File: src/rtl/i2c_eeprom_page_write_master_defines.svh
// Assertion macros for the I2C EEPROM page-write master.
// Depends on nothing; included by the top level for its property checks.
`ifndef I2C_EEPROM_PAGE_WRITE_MASTER_DEFINES_SVH
`define I2C_EEPROM_PAGE_WRITE_MASTER_DEFINES_SVH

// Same-cycle implication, disabled while reset is asserted.
`define IEPW_ASSERT_IMPL(label, clk, rstn, ante, cons) \
    label: assert property (@(posedge clk) disable iff (!(rstn)) (ante) |-> (cons)) \
        else $error("iepw assertion failed");

// Next-cycle implication, disabled while reset is asserted.
`define IEPW_ASSERT_NEXT(label, clk, rstn, ante, cons) \
    label: assert property (@(posedge clk) disable iff (!(rstn)) (ante) |=> (cons)) \
        else $error("iepw assertion failed");

`endif

File: src/rtl/iepw_pkg.sv
// Shared types and constants of the I2C EEPROM page-write master.
// Depends on nothing; imported by the shifter and the top level.
package iepw_pkg;

    localparam int AddrBits    = 8;
    localparam int ByteBits    = 8;
    localparam int DevBits     = 7;
    localparam int PageCfgBits = 4;
    localparam int BitCntBits  = 4;

    localparam logic [BitCntBits-1:0] AckSlotCount = BitCntBits'(ByteBits);
    localparam logic [PageCfgBits-1:0] PageBitsReset = 4'd4;
    localparam logic [PageCfgBits-1:0] PageBitsMax   = PageCfgBits'(AddrBits);

    // Symbol kinds on the result channel.
    localparam logic [2:0] SYM_START = 3'd0;
    localparam logic [2:0] SYM_BIT   = 3'd1;
    localparam logic [2:0] SYM_ACK   = 3'd2;
    localparam logic [2:0] SYM_STOP  = 3'd3;
    localparam logic [2:0] SYM_WAIT  = 3'd4;

    typedef enum logic [3:0] {
        ST_IDLE,
        ST_PRE_STOP,
        ST_PRE_WAIT,
        ST_START,
        ST_DEV,
        ST_ADDR,
        ST_DATA,
        ST_STOP,
        ST_WAIT
    } state_t;

    typedef struct packed {
        logic                load;
        logic [ByteBits-1:0] value;
        logic                step;
    } shift_ctrl_t;

    typedef struct packed {
        logic sda;
        logic ack_slot;
    } shift_stat_t;

endpackage

File: src/rtl/iepw_shifter.sv
// Byte serializer shared by the device, address and data bytes.
// Depends on iepw_pkg for the control and status structs.
module iepw_shifter (
    input  logic                 aclk,
    input  logic                 aresetn,
    input  iepw_pkg::shift_ctrl_t ctrl,
    output iepw_pkg::shift_stat_t stat
);
    import iepw_pkg::*;

    logic [ByteBits-1:0]   shift_reg;
    logic [ByteBits-1:0]   shift_next;
    logic [BitCntBits-1:0] count_reg;
    logic [BitCntBits-1:0] count_next;

    always_comb begin
        shift_next = shift_reg;
        count_next = count_reg;
        if (ctrl.load) begin
            shift_next = ctrl.value;
            count_next = '0;
        end else if (ctrl.step) begin
            shift_next = {shift_reg[ByteBits-2:0], 1'b0};
            count_next = count_reg + 1'b1;
        end
    end

    always_ff @(posedge aclk) begin
        if (!aresetn) begin
            count_reg <= '0;
        end else begin
            count_reg <= count_next;
        end
    end

    always_ff @(posedge aclk) begin
        shift_reg <= shift_next;
    end

    assign stat.sda      = shift_reg[ByteBits-1];
    assign stat.ack_slot = (count_reg == AckSlotCount);

endmodule

File: src/rtl/i2c_eeprom_page_write_master.sv
// Top level of the I2C EEPROM page-write master: sequencer and output register.
// Depends on iepw_pkg, iepw_shifter and i2c_eeprom_page_write_master_defines.svh.
//
// Usage:
//   The input channel (s_*) takes one data byte per beat, with the device
//   address and start address (used when s_first_of_write is set) and the
//   first/last marks. The result channel (m_*) delivers one bus symbol per
//   beat: start, data bit, released ack slot, stop or write-cycle wait.
//   m_last_symbol marks the final symbol caused by an input beat.
//   One input beat expands into 9 to 32 symbols. A shared byte shifter
//   serializes the device, address and data bytes in turn, one bit per
//   cycle, under a small sequencer, so one symbol leaves per cycle unless
//   m_ready stalls. All symbols of an item are issued before the next beat
//   is taken; the first is issued from the state entered on the accept and
//   then registered. s_ready is high only while the sequencer is idle.
//   A stall on m_ready holds the output register and freezes the sequencer;
//   nothing is lost. Reset clears the bus state (idle, address and device
//   zero) and sets page_bits to 4. cfg_we writes page_bits at once; write
//   it only while the block is idle.
module i2c_eeprom_page_write_master (
    input  logic       aclk,
    input  logic       aresetn,
    // configuration
    input  logic       cfg_we,
    input  logic [3:0] cfg_wdata,
    // input beats
    input  logic       s_valid,
    output logic       s_ready,
    input  logic [6:0] s_device_address,
    input  logic [7:0] s_start_address,
    input  logic [7:0] s_data_byte,
    input  logic       s_first_of_write,
    input  logic       s_last_of_write,
    // result beats
    output logic       m_valid,
    input  logic       m_ready,
    output logic [2:0] m_symbol_kind,
    output logic       m_sda_level,
    output logic       m_last_symbol
);
    import iepw_pkg::*;
    `include "i2c_eeprom_page_write_master_defines.svh"

    state_t state_reg, state_next;

    logic [PageCfgBits-1:0] page_bits_reg, page_bits_next;
    logic [AddrBits-1:0]    addr_reg, addr_next;
    logic [DevBits-1:0]     dev_reg, dev_next;
    logic                   in_tx_reg, in_tx_next;
    logic [ByteBits-1:0]    data_reg, data_next;
    logic                   last_reg, last_next;

    logic       m_valid_reg, m_valid_next;
    logic [2:0] m_kind_reg, m_kind_next;
    logic       m_sda_reg, m_sda_next;
    logic       m_last_reg, m_last_next;

    shift_ctrl_t sh_ctrl;
    shift_stat_t sh_stat;

    logic                   s_accept;
    logic                   slot_free;
    logic                   emit;
    logic [PageCfgBits-1:0] page_bits_clamped;
    logic [AddrBits-1:0]    page_mask;
    logic [AddrBits-1:0]    addr_plus;
    logic                   close_now;

    iepw_shifter u_shifter (
        .aclk    (aclk),
        .aresetn (aresetn),
        .ctrl    (sh_ctrl),
        .stat    (sh_stat)
    );

    assign s_ready   = (state_reg == ST_IDLE);
    assign s_accept  = s_valid && s_ready;
    // Output slot can take a new symbol when empty or being drained.
    assign slot_free = !m_valid_reg || m_ready;

    // Page sizes beyond the address width leave the wrap as the only boundary.
    assign page_bits_clamped = (page_bits_reg > PageBitsMax) ? PageBitsMax : page_bits_reg;
    assign page_mask = ~({AddrBits{1'b1}} << page_bits_clamped);
    assign addr_plus = addr_reg + 1'b1;
    assign close_now = last_reg || ((addr_plus & page_mask) == '0);

    always_comb begin
        state_next     = state_reg;
        page_bits_next = page_bits_reg;
        addr_next      = addr_reg;
        dev_next       = dev_reg;
        in_tx_next     = in_tx_reg;
        data_next      = data_reg;
        last_next      = last_reg;
        emit           = 1'b0;
        m_kind_next    = m_kind_reg;
        m_sda_next     = m_sda_reg;
        m_last_next    = m_last_reg;
        sh_ctrl.load   = 1'b0;
        sh_ctrl.value  = data_reg;
        sh_ctrl.step   = 1'b0;

        if (cfg_we) begin
            page_bits_next = cfg_wdata;
        end

        unique case (state_reg) inside
            ST_IDLE: begin
                if (s_accept) begin
                    data_next = s_data_byte;
                    last_next = s_last_of_write;
                    if (s_first_of_write) begin
                        dev_next  = s_device_address;
                        addr_next = s_start_address;
                    end
                    if (s_first_of_write && in_tx_reg) begin
                        // Close the open write before opening the new one.
                        state_next = ST_PRE_STOP;
                    end else if (!in_tx_reg) begin
                        state_next = ST_START;
                    end else begin
                        sh_ctrl.load  = 1'b1;
                        sh_ctrl.value = s_data_byte;
                        state_next    = ST_DATA;
                    end
                end
            end
            ST_PRE_STOP: begin
                if (slot_free) begin
                    emit        = 1'b1;
                    m_kind_next = SYM_STOP;
                    m_sda_next  = 1'b0;
                    m_last_next = 1'b0;
                    state_next  = ST_PRE_WAIT;
                end
            end
            ST_PRE_WAIT: begin
                if (slot_free) begin
                    emit        = 1'b1;
                    m_kind_next = SYM_WAIT;
                    m_sda_next  = 1'b0;
                    m_last_next = 1'b0;
                    in_tx_next  = 1'b0;
                    state_next  = ST_START;
                end
            end
            ST_START: begin
                if (slot_free) begin
                    emit          = 1'b1;
                    m_kind_next   = SYM_START;
                    m_sda_next    = 1'b0;
                    m_last_next   = 1'b0;
                    in_tx_next    = 1'b1;
                    // Device byte carries write bit 0.
                    sh_ctrl.load  = 1'b1;
                    sh_ctrl.value = {dev_reg, 1'b0};
                    state_next    = ST_DEV;
                end
            end
            ST_DEV, ST_ADDR, ST_DATA: begin
                if (slot_free) begin
                    emit        = 1'b1;
                    m_last_next = 1'b0;
                    if (!sh_stat.ack_slot) begin
                        m_kind_next  = SYM_BIT;
                        m_sda_next   = sh_stat.sda;
                        sh_ctrl.step = 1'b1;
                    end else begin
                        m_kind_next = SYM_ACK;
                        m_sda_next  = 1'b1;
                        if (state_reg == ST_DEV) begin
                            sh_ctrl.load  = 1'b1;
                            sh_ctrl.value = addr_reg;
                            state_next    = ST_ADDR;
                        end else if (state_reg == ST_ADDR) begin
                            sh_ctrl.load  = 1'b1;
                            sh_ctrl.value = data_reg;
                            state_next    = ST_DATA;
                        end else begin
                            // Advance the address; close on last byte or page boundary.
                            addr_next   = addr_plus;
                            m_last_next = !close_now;
                            state_next  = close_now ? ST_STOP : ST_IDLE;
                        end
                    end
                end
            end
            ST_STOP: begin
                if (slot_free) begin
                    emit        = 1'b1;
                    m_kind_next = SYM_STOP;
                    m_sda_next  = 1'b0;
                    m_last_next = 1'b0;
                    state_next  = ST_WAIT;
                end
            end
            ST_WAIT: begin
                if (slot_free) begin
                    emit        = 1'b1;
                    m_kind_next = SYM_WAIT;
                    m_sda_next  = 1'b0;
                    m_last_next = 1'b1;
                    in_tx_next  = 1'b0;
                    state_next  = ST_IDLE;
                end
            end
            default: begin
                state_next = ST_IDLE;
            end
        endcase

        if (emit) begin
            m_valid_next = 1'b1;
        end else if (m_ready) begin
            m_valid_next = 1'b0;
        end else begin
            m_valid_next = m_valid_reg;
        end
    end

    always_ff @(posedge aclk) begin
        if (!aresetn) begin
            state_reg     <= ST_IDLE;
            page_bits_reg <= PageBitsReset;
            addr_reg      <= '0;
            dev_reg       <= '0;
            in_tx_reg     <= 1'b0;
            m_valid_reg   <= 1'b0;
        end else begin
            state_reg     <= state_next;
            page_bits_reg <= page_bits_next;
            addr_reg      <= addr_next;
            dev_reg       <= dev_next;
            in_tx_reg     <= in_tx_next;
            m_valid_reg   <= m_valid_next;
        end
    end

    // Payload registers: no reset needed.
    always_ff @(posedge aclk) begin
        data_reg   <= data_next;
        last_reg   <= last_next;
        m_kind_reg <= m_kind_next;
        m_sda_reg  <= m_sda_next;
        m_last_reg <= m_last_next;
    end

    assign m_valid       = m_valid_reg;
    assign m_symbol_kind = m_kind_reg;
    assign m_sda_level   = m_sda_reg;
    assign m_last_symbol = m_last_reg;

    // Property checks.
    `IEPW_ASSERT_NEXT(a_busy_after_accept, aclk, aresetn, s_accept, !s_ready)
    `IEPW_ASSERT_IMPL(a_last_kind, aclk, aresetn, m_valid && m_last_symbol,
        (m_symbol_kind == SYM_WAIT) || (m_symbol_kind == SYM_ACK))
    `IEPW_ASSERT_IMPL(a_sda_kind, aclk, aresetn, m_valid && m_sda_level,
        (m_symbol_kind == SYM_BIT) || (m_symbol_kind == SYM_ACK))

endmodule
File: config.mk
export PLATFORM = sky130hd
export DESIGN_NAME = i2c_eeprom_page_write_master
export DESIGN_NICKNAME = d
export VERILOG_FILES = /design/src/rtl/iepw_pkg.sv /design/src/rtl/iepw_shifter.sv /design/src/rtl/i2c_eeprom_page_write_master.sv
export VERILOG_INCLUDE_DIRS = /design/src /design/src/rtl
export SDC_FILE = /design/constraint.sdc
export NUM_CORES = 1
export LEC_CHECK = 0
export BUFFER_PORTS_ARGS = -buffer_cell sky130_fd_sc_hd__buf_2
export CAP_MARGIN = 20
export CORE_AREA = 2 2 73 75
export DETAILED_ROUTE_END_ITERATION = 10
export DIE_AREA = 0 0 75 77
export GPL_ROUTABILITY_DRIVEN = 0
export PLACE_DENSITY = 0.8
export REMOVE_ABC_BUFFERS = 1
export SYNTH_ARGS = -nofsm -noshare
export SYNTH_HDL_FRONTEND = slang
export SYNTH_SLANG_ARGS = --single-unit
File: constraint.sdc
create_clock -name aclk -period 6.65 [get_ports aclk]
set_input_delay 0.9975 -clock aclk [delete_from_list [all_inputs] [get_ports aclk]]
set_output_delay 0.9975 -clock aclk [all_outputs]
set_load 0.05 [all_outputs]
==> Word level (Yosys, flattened, before mapping) <==
Cells that the tools add are included.
W data, S select, Z words.
{ "totals": {"reg_bits": 51, "input_bits": 34, "output_inout_bits": 7, "wordCells": 130} }
{ "classes": {"n_addsub": 2, "n_lt_le_gt_ge": 1, "n_eq_ne": 24, "shift": 1, "n_mux": 56, "bitwise_logic": 3, "reduce_logical": 30} }
{ "op_table": {"columns": ["operator", "count"], "rows": [
  ["$mux W8", 8],
  ["$mux W9", 7],
  ["$mux W4", 11],
  ["$pmux W4 S7", 1],
  ["$pmux W9 S3", 1],
  ["$mux W3", 7],
  ["$ne A2 B2 Y1 const B", 9],
  ["$eq A4 B3 Y1 const B", 4],
  ["$pmux W8 S2", 1],
  ["$mux W1", 14],
  ["$ne A2 B1 Y1 const B", 6],
  ["$pmux W3 S4", 1],
  ["$mux W10", 1],
  ["$reduce_bool A2 Y1", 5],
  ["$reduce_and A3 Y1", 3],
  ["$add A8 B1 Y8 const B", 1],
  ["$and A8 B8 Y8", 1],
  ["$eq A4 B2 Y1 const B", 2],
  ["$eq A4 B4 Y1 const B", 2],
  ["$logic_not A8 Y1", 1],
  ["$not A8 Y8", 1],
  ["$reduce_and A8 Y1", 1],
  ["$reduce_or A8 Y1", 1],
  ["$shl A8 B4 Y8 const A", 1],
  ["other kinds (21)", 27]
]} }

==> Depth between registers and ports, before layout <==
Gate-level depths: netlist of run 1.
{ "depth": {"depth_word": 13, "ltp_mapped": 9, "ltp_nobuf": 8} }

==> Modules after synthesis <==
A second synthesis of run 1 with hierarchy kept.
{ "unflattened": {"cells_unflattened": 301, "area_unflattened_um2": 2842.7} }
{ "by_module_without_submodules": {"columns": ["mod", "n_inst", "cells_per_inst", "area_each_um2", "seq_area_each_um2"], "rows": [
  ["i2c_eeprom_page_write_master", 1, 260, 2279.7, 920.9],
  ["iepw_shifter", 1, 41, 563.0, 320.3]
]} }

==> Worst setup path before layout of run 1 <==
No wires, ideal clock.
{ "synth_timing": {"path_type": "register to register", "startpoint": "register state_reg[0]", "endpoint": "register u_shifter.shift_reg[0] (enable)", "setup_time_ns": 0.384, "t_arrival_ns": 2.525, "t_required_ns": 6.266, "setup_slack_ns": 3.741, "path_stages_with_launch": 7, "n_path_buf": 1, "period_less_slack_ns": 2.909, "path_cell_list": "dfxtp_1 clkbuf_1 nor4_2 nand2_1 nor2_2 nor3_2 o21ai_0"} }
{ "synth_between": {"elab_cells_between_ends": 15, "classes_between": "eq/ne: 4; mux: 7; reduce/logical: 4"} }
{ "synth_rtl": {"columns": ["element", "line", "text"], "rows": [
  ["from (decl)", "i2c_eeprom_page_write_master.sv:44", "state_t state_reg, state_next;"],
  ["from (signal assigned)", "i2c_eeprom_page_write_master.sv:230", "state_reg <= state_next;"],
  ["$logic_not A4 Y1 *", "i2c_eeprom_page_write_master.sv:76", "assign s_ready = (state_reg == ST_IDLE);"],
  ["named net s_ready", "i2c_eeprom_page_write_master.sv:28", "output logic s_ready,"],
  ["$logic_and A1 B1 Y1", "i2c_eeprom_page_write_master.sv:77", "assign s_accept = s_valid && s_ready;"],
  ["$mux W9", "i2c_eeprom_page_write_master.sv:109", "if (s_accept) begin"],
  ["$pmux W9 S3 *", "i2c_eeprom_page_write_master.sv:107", "unique case (state_reg) inside"],
  ["$reduce_bool A2 Y1 (no source line) *", null, null],
  ["to (signal assigned)", "iepw_shifter.sv:37", "shift_reg <= shift_next;"],
  ["to (decl)", "iepw_shifter.sv:11", "logic [ByteBits-1:0] shift_reg;"]
]} }
The timed path passes the listed nets; every way through them passes the cells marked *.
A chain may end at the register's enable or synchronous reset.

==> Final worst setup path of run 1 <==
{ "layout_timing": {"startpoint": "input port m_ready", "endpoint": "register u_shifter.shift_reg[1] (enable)"} }
{ "layout_between": {"elab_chain_len": 4, "elab_cells_between_ends": 6, "classes_between": "mux: 4; reduce/logical: 2"} }
{ "layout_lines": {"columns": ["element", "line", "text"], "rows": [
  ["from (decl)", "i2c_eeprom_page_write_master.sv:36", "input logic m_ready,"],
  ["$logic_or A1 B1 Y1 *", "i2c_eeprom_page_write_master.sv:79", "assign slot_free = !m_valid_reg || m_ready;"],
  ["$mux W10 / $mux W9 (equally long branches)", "i2c_eeprom_page_write_master.sv:161, i2c_eeprom_page_write_master.sv:148", null],
  ["$pmux W9 S3 / $mux W1 (equally long branches)", "i2c_eeprom_page_write_master.sv:107", null],
  ["$reduce_bool A2 Y1 (no source line) *", null, null]
]} }
Every way passes the cells marked *; elsewhere a longest branch is shown, timed or not.

==> out/metrics.yaml, run 1 <==
outcome:
  status: "completed"
worst_setup_path:
  ff2ff_setup_slack_ns: 3.87
  endpoint_kind: "flip-flop"
  r2r_cells: 5
  path_max_fanout: 10
  setup.worst_path.class: "in -> reg"
  crit_arrival_ns: 3.04
  r2r_start: "state_reg[2]"
  start_kind: "input pin"
  required_ns: 6.71
  r2r-end: "u_shifter.shift_reg[1]"
synth:
  synth_top_area_share_pct: 23.0
  dominantRegCellSynth: "dfxtp_1"
  avgSynthCellArea_um2: 9.43
  synth_cells: 304
  synth_common_cells: "dfxtp_1, nor2_1, nand2_1, o21ai_0"
  yosys_warnings: 0
  yosysSeqAreaShare_pct: 43.3
  async_flop_share_pct: 0
  synth-edff-count: 22
  ys_types: 56
  yosysMostFrequentCell: "dfxtp_1"
  synth.largest_area_cell: "edfxtp_1"
  yosys_register_bits: 51
  syn_area_um2: 2870
  synth_area_leaders: "edfxtp_1, dfxtp_1, mux2i_1, o21ai_0, nor2_1"
detailed_routing:
  routed_wl_mm: 6.26
  num_vias: 2410
  firstDrtPassIters: 5
  wire_per_inst_um: 15.4
  viasPerCell: 5.95
  antenna_left: 0
  drcViolationCount: 0
  drt_iter0_markers: 263
cells_and_area:
  diodes: 0
  fillCellCount: 422
  stdcell_area_um2: 3160
  final_util_pct: 63.5
  drive_gt1_share_pct: 19.4
  synthToLayoutAreaGrowth_pct: 10.2
  nets: 371
global_routing:
  use_met2_pct: 36.1
  gr-total-overflow: 0
  busiest_layer: "met2"
  antenna_found_initial: 0
  met3_usage_pct: 4.34
  grtUsageTotal_pct: 23.4
  grt_max_degree: 28
  grt_pass1_wl_mm: 10.5
  grt_pass1_vias: 2344
  use_met1_pct: 32.6
clock_network:
  post_cts_buffers: 0
  cts_resized: 0
  cts.sinks: 51
  clkTransAtPathRegs_ns: 0.09
  root_buffer: "clkbuf_8"
  clk_latency_ns: 0.31
  cts_tree: "done"
  cts_buffers: 5
  hold_buffers: 0
  clockBufferDepth: 2
  cts_max_level: 2
placement:
  place_ws_ns: 3.29
  port_buffers: 40
  placed_cell_area_um2: 3070
  dpl.hpwl_mm: 4.47
floorplanning:
  start_util_pct: 57.6
  pin_count: 41
  placeableCoreArea_um2: 4980
  dieArea_um2: 5780
  rows: 26
  die_x_um: 75
  die_y_um: 77
timing:
  holdWs_ns: 0.535
  setup_viol_count_final: 0
  worst_clock_skew_ns: 0.00805
  post-route-period-util_pct: 44.9
  hold_viol: 0
  setup_ws_ns: 3.67
  tightest_slew_ns: 0.710
  max_freq_mhz: 335
  tns_ns: 0
  timing.max_slew.rel_slack_pct: 52.6
  min_period_ns: 2.98
  rsz0062_at_grt: "no"
  slew_violations: 0
min_path:
  hold_class: "reg -> reg"
  whs_endpoint: "dev_reg[6]"
  hold_depth: 2
  min-delay-start: "dev_reg[6]"
power_and_ir_drop:
  p_clk_share_pct: 14.6
  p_per_area_nw_per_um2: 379
  power_frac_seq_pct: 43.0
  peakVddDrop_uv: 155
  p_leak_nw: 1.28
  switchingPower_mw: 0.508
  power.share.switching_pct: 42.5
  p_comb_share_pct: 42.4
  internal_power_mw: 0.688
flow_run:
  drv_cap: 0
==> how the worst max path moves through the flow <==
stage,from,endpoint,slack [ns],depth (start not counted)
floorplan,state_reg[3],u_shifter.shift_reg[0],3.71,5
global placement,m_ready,u_shifter.shift_reg[1],3.43,5
detailed placement,m_ready,u_shifter.shift_reg[3],3.29,5
CTS,m_ready,u_shifter.shift_reg[7],3.60,5
global route,m_ready,u_shifter.shift_reg[5],3.51,6
finish,m_ready,u_shifter.shift_reg[1],3.67,6
==> cells by family after synthesis <==
kind of cell	after synthesis	share of synthesized area (%)
flip-flops	51	43.3
buffers and inverters	26	4.01
AND/OR/NAND/NOR	111	21.3
adder cells (fa/ha/maj)	3	1.31
multiplexers	30	10.8
AO/OA/AOI/OAI	78	17.7
XOR/XNOR	5	1.53
==> layout make-up <==
cell class / count / area, µm² / area share [%]
Inverter: 8 / 30.0 / 0.950
Sequential cell: 51 / 1240 / 39.3
Timing Repair Buffer: 41 / 205 / 6.49
Clock inverter: 2 / 12.5 / 0.396
Multi-Input combinational cell: 227 / 1510 / 47.8
Clock buffer: 6 / 72.6 / 2.30
Tap cell: 70 / 87.6 / 2.77
==> critical path: stages <==
cell	delay (ns)
buf_2	0.10
nor2b_1	0.45
nor3_2	0.22
nor3_2	0.60
o21ai_0	0.41
clkbuf_2	0.26
==> cell usage in the layout, fill, tap and decap left out, drive strengths merged, types with 3 or more instances in the layout <==
master  netlist  layout
nor2b        14      14
nand2        24      24
a21oi        13      13
ha            3       3
a32o          3       3
clkbuf       11       7
nand3b        3       3
or3           5       5
inv           8       8
a22oi         7       7
mux2          8       8
o31ai         3       3
nand3         7       7
o211ai        4       4
o21ai        26      26
edfxtp       22      22
buf           7      40
mux2i        22      22
xor2          3       3
nand4         3       3
dfxtp        29      29
nor3          5       5
and2          8       8
nor3b         3       3
nand2b        5       5
a31oi         3       3
nor2         26      26
==> layer usage <==
| layer | share of wire [%] | up-vias |
|---|---|---|
| li1 | - | 1175 |
| met1 | 44 | 1133 |
| met2 | 47 | 89 |
| met3 | 6.9 | 13 |
| met4 | 1.6 | 0 |
| met5 | 0 | - |
==> power groups by stage <==
stage | Combinational (mW) | Clock [mW] | Sequential [mW]
3_5_place_dp | 0.499 | 0 | 0.520
5_1_grt | 0.553 | 0.195 | 0.527
2_1_floorplan | 0.332 | 0 | 0.555
6_report | 0.508 | 0.175 | 0.514
4_1_cts | 0.502 | 0.179 | 0.512
3_3_place_gp | 0.486 | 0 | 0.515
==> metrics by stage <==
step | std cells | power, mW
6_report | 405 | 1.20
3_3_place_gp | 396 | 1.00
4_1_cts | 404 | 1.19
2_1_floorplan | 286 | 0.887
5_1_grt | 405 | 1.27
3_5_place_dp | 396 | 1.02
Power figures use the tool's default switching activity.
==> inputs of run 2 (changes only) <==
- CORE_AREA: 2 2 73 75 -> 2 2 74 76
- DIE_AREA: 0 0 75 77 -> 0 0 76 78
- PLACE_DENSITY: 0.8 -> 0.78
- clock period: 6.65 -> 3.13 ns (I/O delays scaled with it)
==> run 2 against run 1 <==
Compared with the run above: count of clock-buffer cells in the layout unchanged; first-iteration DRC count shrank 1.1%; die area grew 2.6%; largest power group is now combinational cells.
==> out/metrics.yaml, run 2 (same netlist as run 1, synthesis figures left out) <==
floorplanning:
  die_x_um: 76
  start_util_pct: 56.9
  pin_count: 41
  placeableCoreArea_um2: 5040
  rows: 26
  die_y_um: 78
  dieArea_um2: 5930
global_routing:
  busiest_layer: "met2"
  use_met2_pct: 34.7
  use_met1_pct: 29.9
  gr-total-overflow: 0
  grt_max_degree: 28
  grtUsageTotal_pct: 21.8
  met3_usage_pct: 2.79
  grt_pass1_wl_mm: 10.5
  grt_pass1_vias: 2222
  antenna_found_initial: 0
clock_network:
  clkTransAtPathRegs_ns: 0.09
  cts_buffers: 5
  post_cts_buffers: 0
  root_buffer: "clkbuf_8"
  cts_tree: "done"
  cts_max_level: 2
  clockBufferDepth: 2
  cts.sinks: 51
  cts_resized: 0
  hold_buffers: 0
  clk_latency_ns: 0.30
worst_setup_path:
  required_ns: 3.19
  ff2ff_setup_slack_ns: 0.61
  setup.worst_path.class: "reg -> reg"
  crit_arrival_ns: 2.58
  start_kind: "flip-flop"
  path_max_fanout: 9
  endpoint_kind: "flip-flop"
timing:
  rsz0062_at_grt: "no"
  worst_clock_skew_ns: 0.00303
  max_freq_mhz: 396
  setup_viol_count_final: 0
  hold_viol: 0
  min_period_ns: 2.52
  tns_ns: 0
  slew_violations: 0
  tightest_slew_ns: 0.743
  timing.max_slew.rel_slack_pct: 50.4
  post-route-period-util_pct: 80.6
flow_run:
  drv_cap: 0
placement:
  placed_cell_area_um2: 3090
  dpl.hpwl_mm: 4.40
  port_buffers: 40
power_and_ir_drop:
  p_per_area_nw_per_um2: 804
  p_clk_share_pct: 14.7
  p_total_mw: 2.55
  switchingPower_mw: 1.08
  p_leak_nw: 1.29
  p_comb_share_pct: 43.3
  power_frac_seq_pct: 42.0
  peakVddDrop_uv: 364
  power.share.switching_pct: 42.2
  internal_power_mw: 1.47
detailed_routing:
  firstDrtPassIters: 5
  drcViolationCount: 0
  routed_wl_mm: 6.24
  wire_per_inst_um: 15.4
  drt_iter0_markers: 260
  antenna_left: 0
  viasPerCell: 5.85
  num_vias: 2375
cells_and_area:
  synthToLayoutAreaGrowth_pct: 10.6
  nets: 372
  diodes: 0
  final_cell_mix: "buf_2, dfxtp_1, nor2_1"
  layout_commonest_cell: "buf_2"
  drive_gt1_share_pct: 19.6
  stdcell_area_um2: 3170
min_path:
  hold_class: "in -> reg"
outcome:
  status: "completed"
==> run 2: changes by cell type in the layout (fill, tap and decap cells not counted), sizes merged <==
cell | before | now
clkbuf | 7 | 6
buf | 40 | 42
==> run 2: power by group through the flow <==
stage / clock, mW / sequential [mW] / combinational [mW]
2_1_floorplan: 0 / 1.18 / 0.704
3_3_place_gp: 0 / 1.07 / 1.08
3_5_place_dp: 0 / 1.08 / 1.10
4_1_cts: 0.386 / 1.07 / 1.10
5_1_grt: 0.408 / 1.09 / 1.23
6_report: 0.375 / 1.07 / 1.10
==> run 2: critical path, cell delays in order (launching register included) <==
cell	delay, ns
dfxtp_1	0.35
inv_1	0.07
ha_1	0.20
nand3b_4	0.12
or3_1	0.40
or3_1	0.54
mux2i_1	0.22
o21ai_0	0.10
mux2_2	0.30
==> run 2: area by class of cell <==
| cell class | instances | area, µm² |
|---|---|---|
| Sequential cell | 51 | 1240 |
| Fill cell | 438 | 1870 |
| Clock inverter | 2 | 12.5 |
| Timing Repair Buffer | 42 | 215 |
| Inverter | 8 | 30.0 |
| Multi-Input combinational cell | 227 | 1510 |
| Clock buffer | 6 | 72.6 |
| Tap cell | 70 | 87.6 |
==> run 2: worst paths after layout <==
kind / from / to / depth (start not counted)
max reg2reg: u_shifter.count_reg[0] / u_shifter.shift_reg[6] / 8
min: s_last_of_write / last_reg / 1
min reg2reg: dev_reg[5] / dev_reg[5] / 2
max: u_shifter.count_reg[0] / u_shifter.shift_reg[6] / 8
==> run 2: metal layers <==
layer  vias up  routed length, µm
met4         0                 65
met1      1097               2850
met5         -                  0
met3         5                405
met2       100               2920
li1       1173                  -
==> run 2: through the flow <==
step,hold slack [ns],setup WS [ns],utilization [%],std cells
floorplan,0.485,0.194,-,286
global placement,0.503,0.682,61.2,398
detailed placement,0.507,0.598,61.2,398
CTS,0.342,0.630,62.9,406
global route,0.341,0.473,62.9,406
finish,0.343,0.607,62.9,406
==> inputs of run 3 (changes only) <==
- CORE_AREA: 2 2 74 76 -> 2 2 78 80
- DIE_AREA: 0 0 76 78 -> 0 0 80 82
- PLACE_DENSITY: 0.78 -> 0.74
- clock period: 3.13 -> 2.1 ns (I/O delays scaled with it)
==> run 3 against run 2 <==
Compared with the run above: the run now ends with setup timing left; largest cell class unchanged; final area increased by 12%; global-route usage up 0.32 points; hold slack lost 0.15 ns.
==> out/metrics.yaml, run 3 (same netlist as run 1, synthesis figures left out) <==
clock_network:
  cts_buffers: 5
  cts.sinks: 51
  root_buffer: "clkbuf_8"
  cts_tree: "done"
  clkTransAtPathRegs_ns: 0.09
  clockBufferDepth: 2
  clk_latency_ns: 0.30
  hold_buffers: 0
  cts_max_level: 2
power_and_ir_drop:
  p_leak_nw: 1.48
  p_per_area_nw_per_um2: 1240
  peakVddDrop_uv: 775
  p_total_mw: 4.39
timing:
  hold_viol: 0
  worst_clock_skew_ns: 0.00589
  setup_viol_count_final: 8
  post-route-period-util_pct: 107
  slew_violations: 0
  min_period_ns: 2.25
  setup_ws_ns: -0.150
  tightest_slew_ns: 0.470
  timing.max_slew.rel_slack_pct: 68.5
  rsz0062_at_grt: "yes"
  holdWs_ns: 0.192
  max_freq_mhz: 445
worst_setup_path:
  r2r_cells: 9
  setup.worst_path.class: "reg -> reg"
  crit_arrival_ns: 2.31
  path_max_fanout: 5
  r2r-end: "u_shifter.shift_reg[1]"
  start_kind: "flip-flop"
  required_ns: 2.16
  endpoint: "u_shifter.shift_reg[1]"
  r2r_start: "u_shifter.count_reg[1]"
  ff2ff_setup_slack_ns: -0.15
  crit_start: "u_shifter.count_reg[1]"
  endpoint_kind: "flip-flop"
detailed_routing:
  firstDrtPassIters: 5
  drt_iter0_markers: 191
  num_vias: 2490
  routed_wl_mm: 6.99
  viasPerCell: 5.63
  wire_per_inst_um: 15.8
  antenna_left: 0
  drcViolationCount: 0
cells_and_area:
  synthToLayoutAreaGrowth_pct: 23.6
  diodes: 0
  final_cell_mix: "buf_2, buf_4, nor2_1, dfxtp_1, nand2_1"
  drive_gt1_share_pct: 30.8
  stdcell_area_um2: 3540
  final_util_pct: 61.7
  nets: 403
  layout_commonest_cell: "buf_2"
placement:
  port_buffers: 40
  placed_cell_area_um2: 3320
  place_ws_ns: -0.221
  dpl.hpwl_mm: 4.93
floorplanning:
  start_util_pct: 49.9
  placeableCoreArea_um2: 5750
  die_y_um: 82
  pin_count: 41
  die_x_um: 80
  rows: 28
  dieArea_um2: 6560
global_routing:
  gr-total-overflow: 0
  grt_pass1_vias: 2378
  grt_pass1_wl_mm: 11.2
  antenna_found_initial: 0
  grtUsageTotal_pct: 22.1
  grt_max_degree: 28
outcome:
  status: "finished, violations left"
  violations: "setup timing"
flow_run:
  drv_cap: 0
min_path:
  hold_class: "in -> reg"
[run 3: cell count changes in the layout (fill, tap and decap cells not counted), moves of 4 or more]
cell	change
dfxtp_2	+4
dfxtp_1	-4
buf_4	+28
o21ai_1	+4
o21ai_0	-5
[run 3: cell type report]
cell class / instances / area, µm²
fillers: 514 / 2200
clock inverters: 3 / 67.6
well taps: 75 / 93.8
inverters: 8 / 30.0
clock buffers: 5 / 68.8
repair buffers: 73 / 462
multi-input cells: 227 / 1580
flip-flops and latches: 51 / 1250
[run 3: metrics by stage]
step	instances	setup TNS, ns
3_5_place_dp	432	-1.51
6_report	442	-0.977
2_1_floorplan	286	-23.62
3_3_place_gp	432	-0.909
5_1_grt	442	-1.63
4_1_cts	441	-0.898
[run 3: what timing repair did]
item	CTS	global route
endpoints found under the setup margin	16	15
cloned	1	0
hold endpoints to repair	0	0
buffers inserted	0	1
gates resized for setup	14	10
[run 3: worst min-delay path by stage]
stage	start	endpoint	slack [ns]	cells past startpoint
after floorplan	aresetn	page_bits_reg[2]	0.38	1
after global placement	dev_reg[5]	dev_reg[5]	0.50	2
after detailed placement	s_last_of_write	last_reg	0.50	1
after CTS	s_last_of_write	last_reg	0.18	1
after global routing	s_data_byte[3]	data_reg[3]	0.18	1
final	s_last_of_write	last_reg	0.19	1
[run 3: power breakdown]
group          internal [mW]  leakage (nW)  switching (mW)
registers               1.35         0.448           0.167
logic                  0.852         0.970            1.21
clock network          0.475        0.0644           0.327
[run 3: layer usage]
layer	share of wire (%)	wire (µm)	track usage, %	vias to the layer above
met5	0	0	0	-
met4	1.8	124	8.14	0
met3	5.0	349	3.19	9
met2	48	3320	36.8	77
met1	46	3190	29.5	1169
li1	-	-	-	1235
[run 3: worst max-delay path, stage by stage, from the launching register on]
cell and delay, ns:
dfxtp_2 0.34, inv_2 0.06, ha_4 0.14, nand3b_4 0.07
or3_4 0.39, or3_4 0.35, buf_6 0.15, mux2i_1 0.17
o21ai_1 0.08, mux2_2 0.27
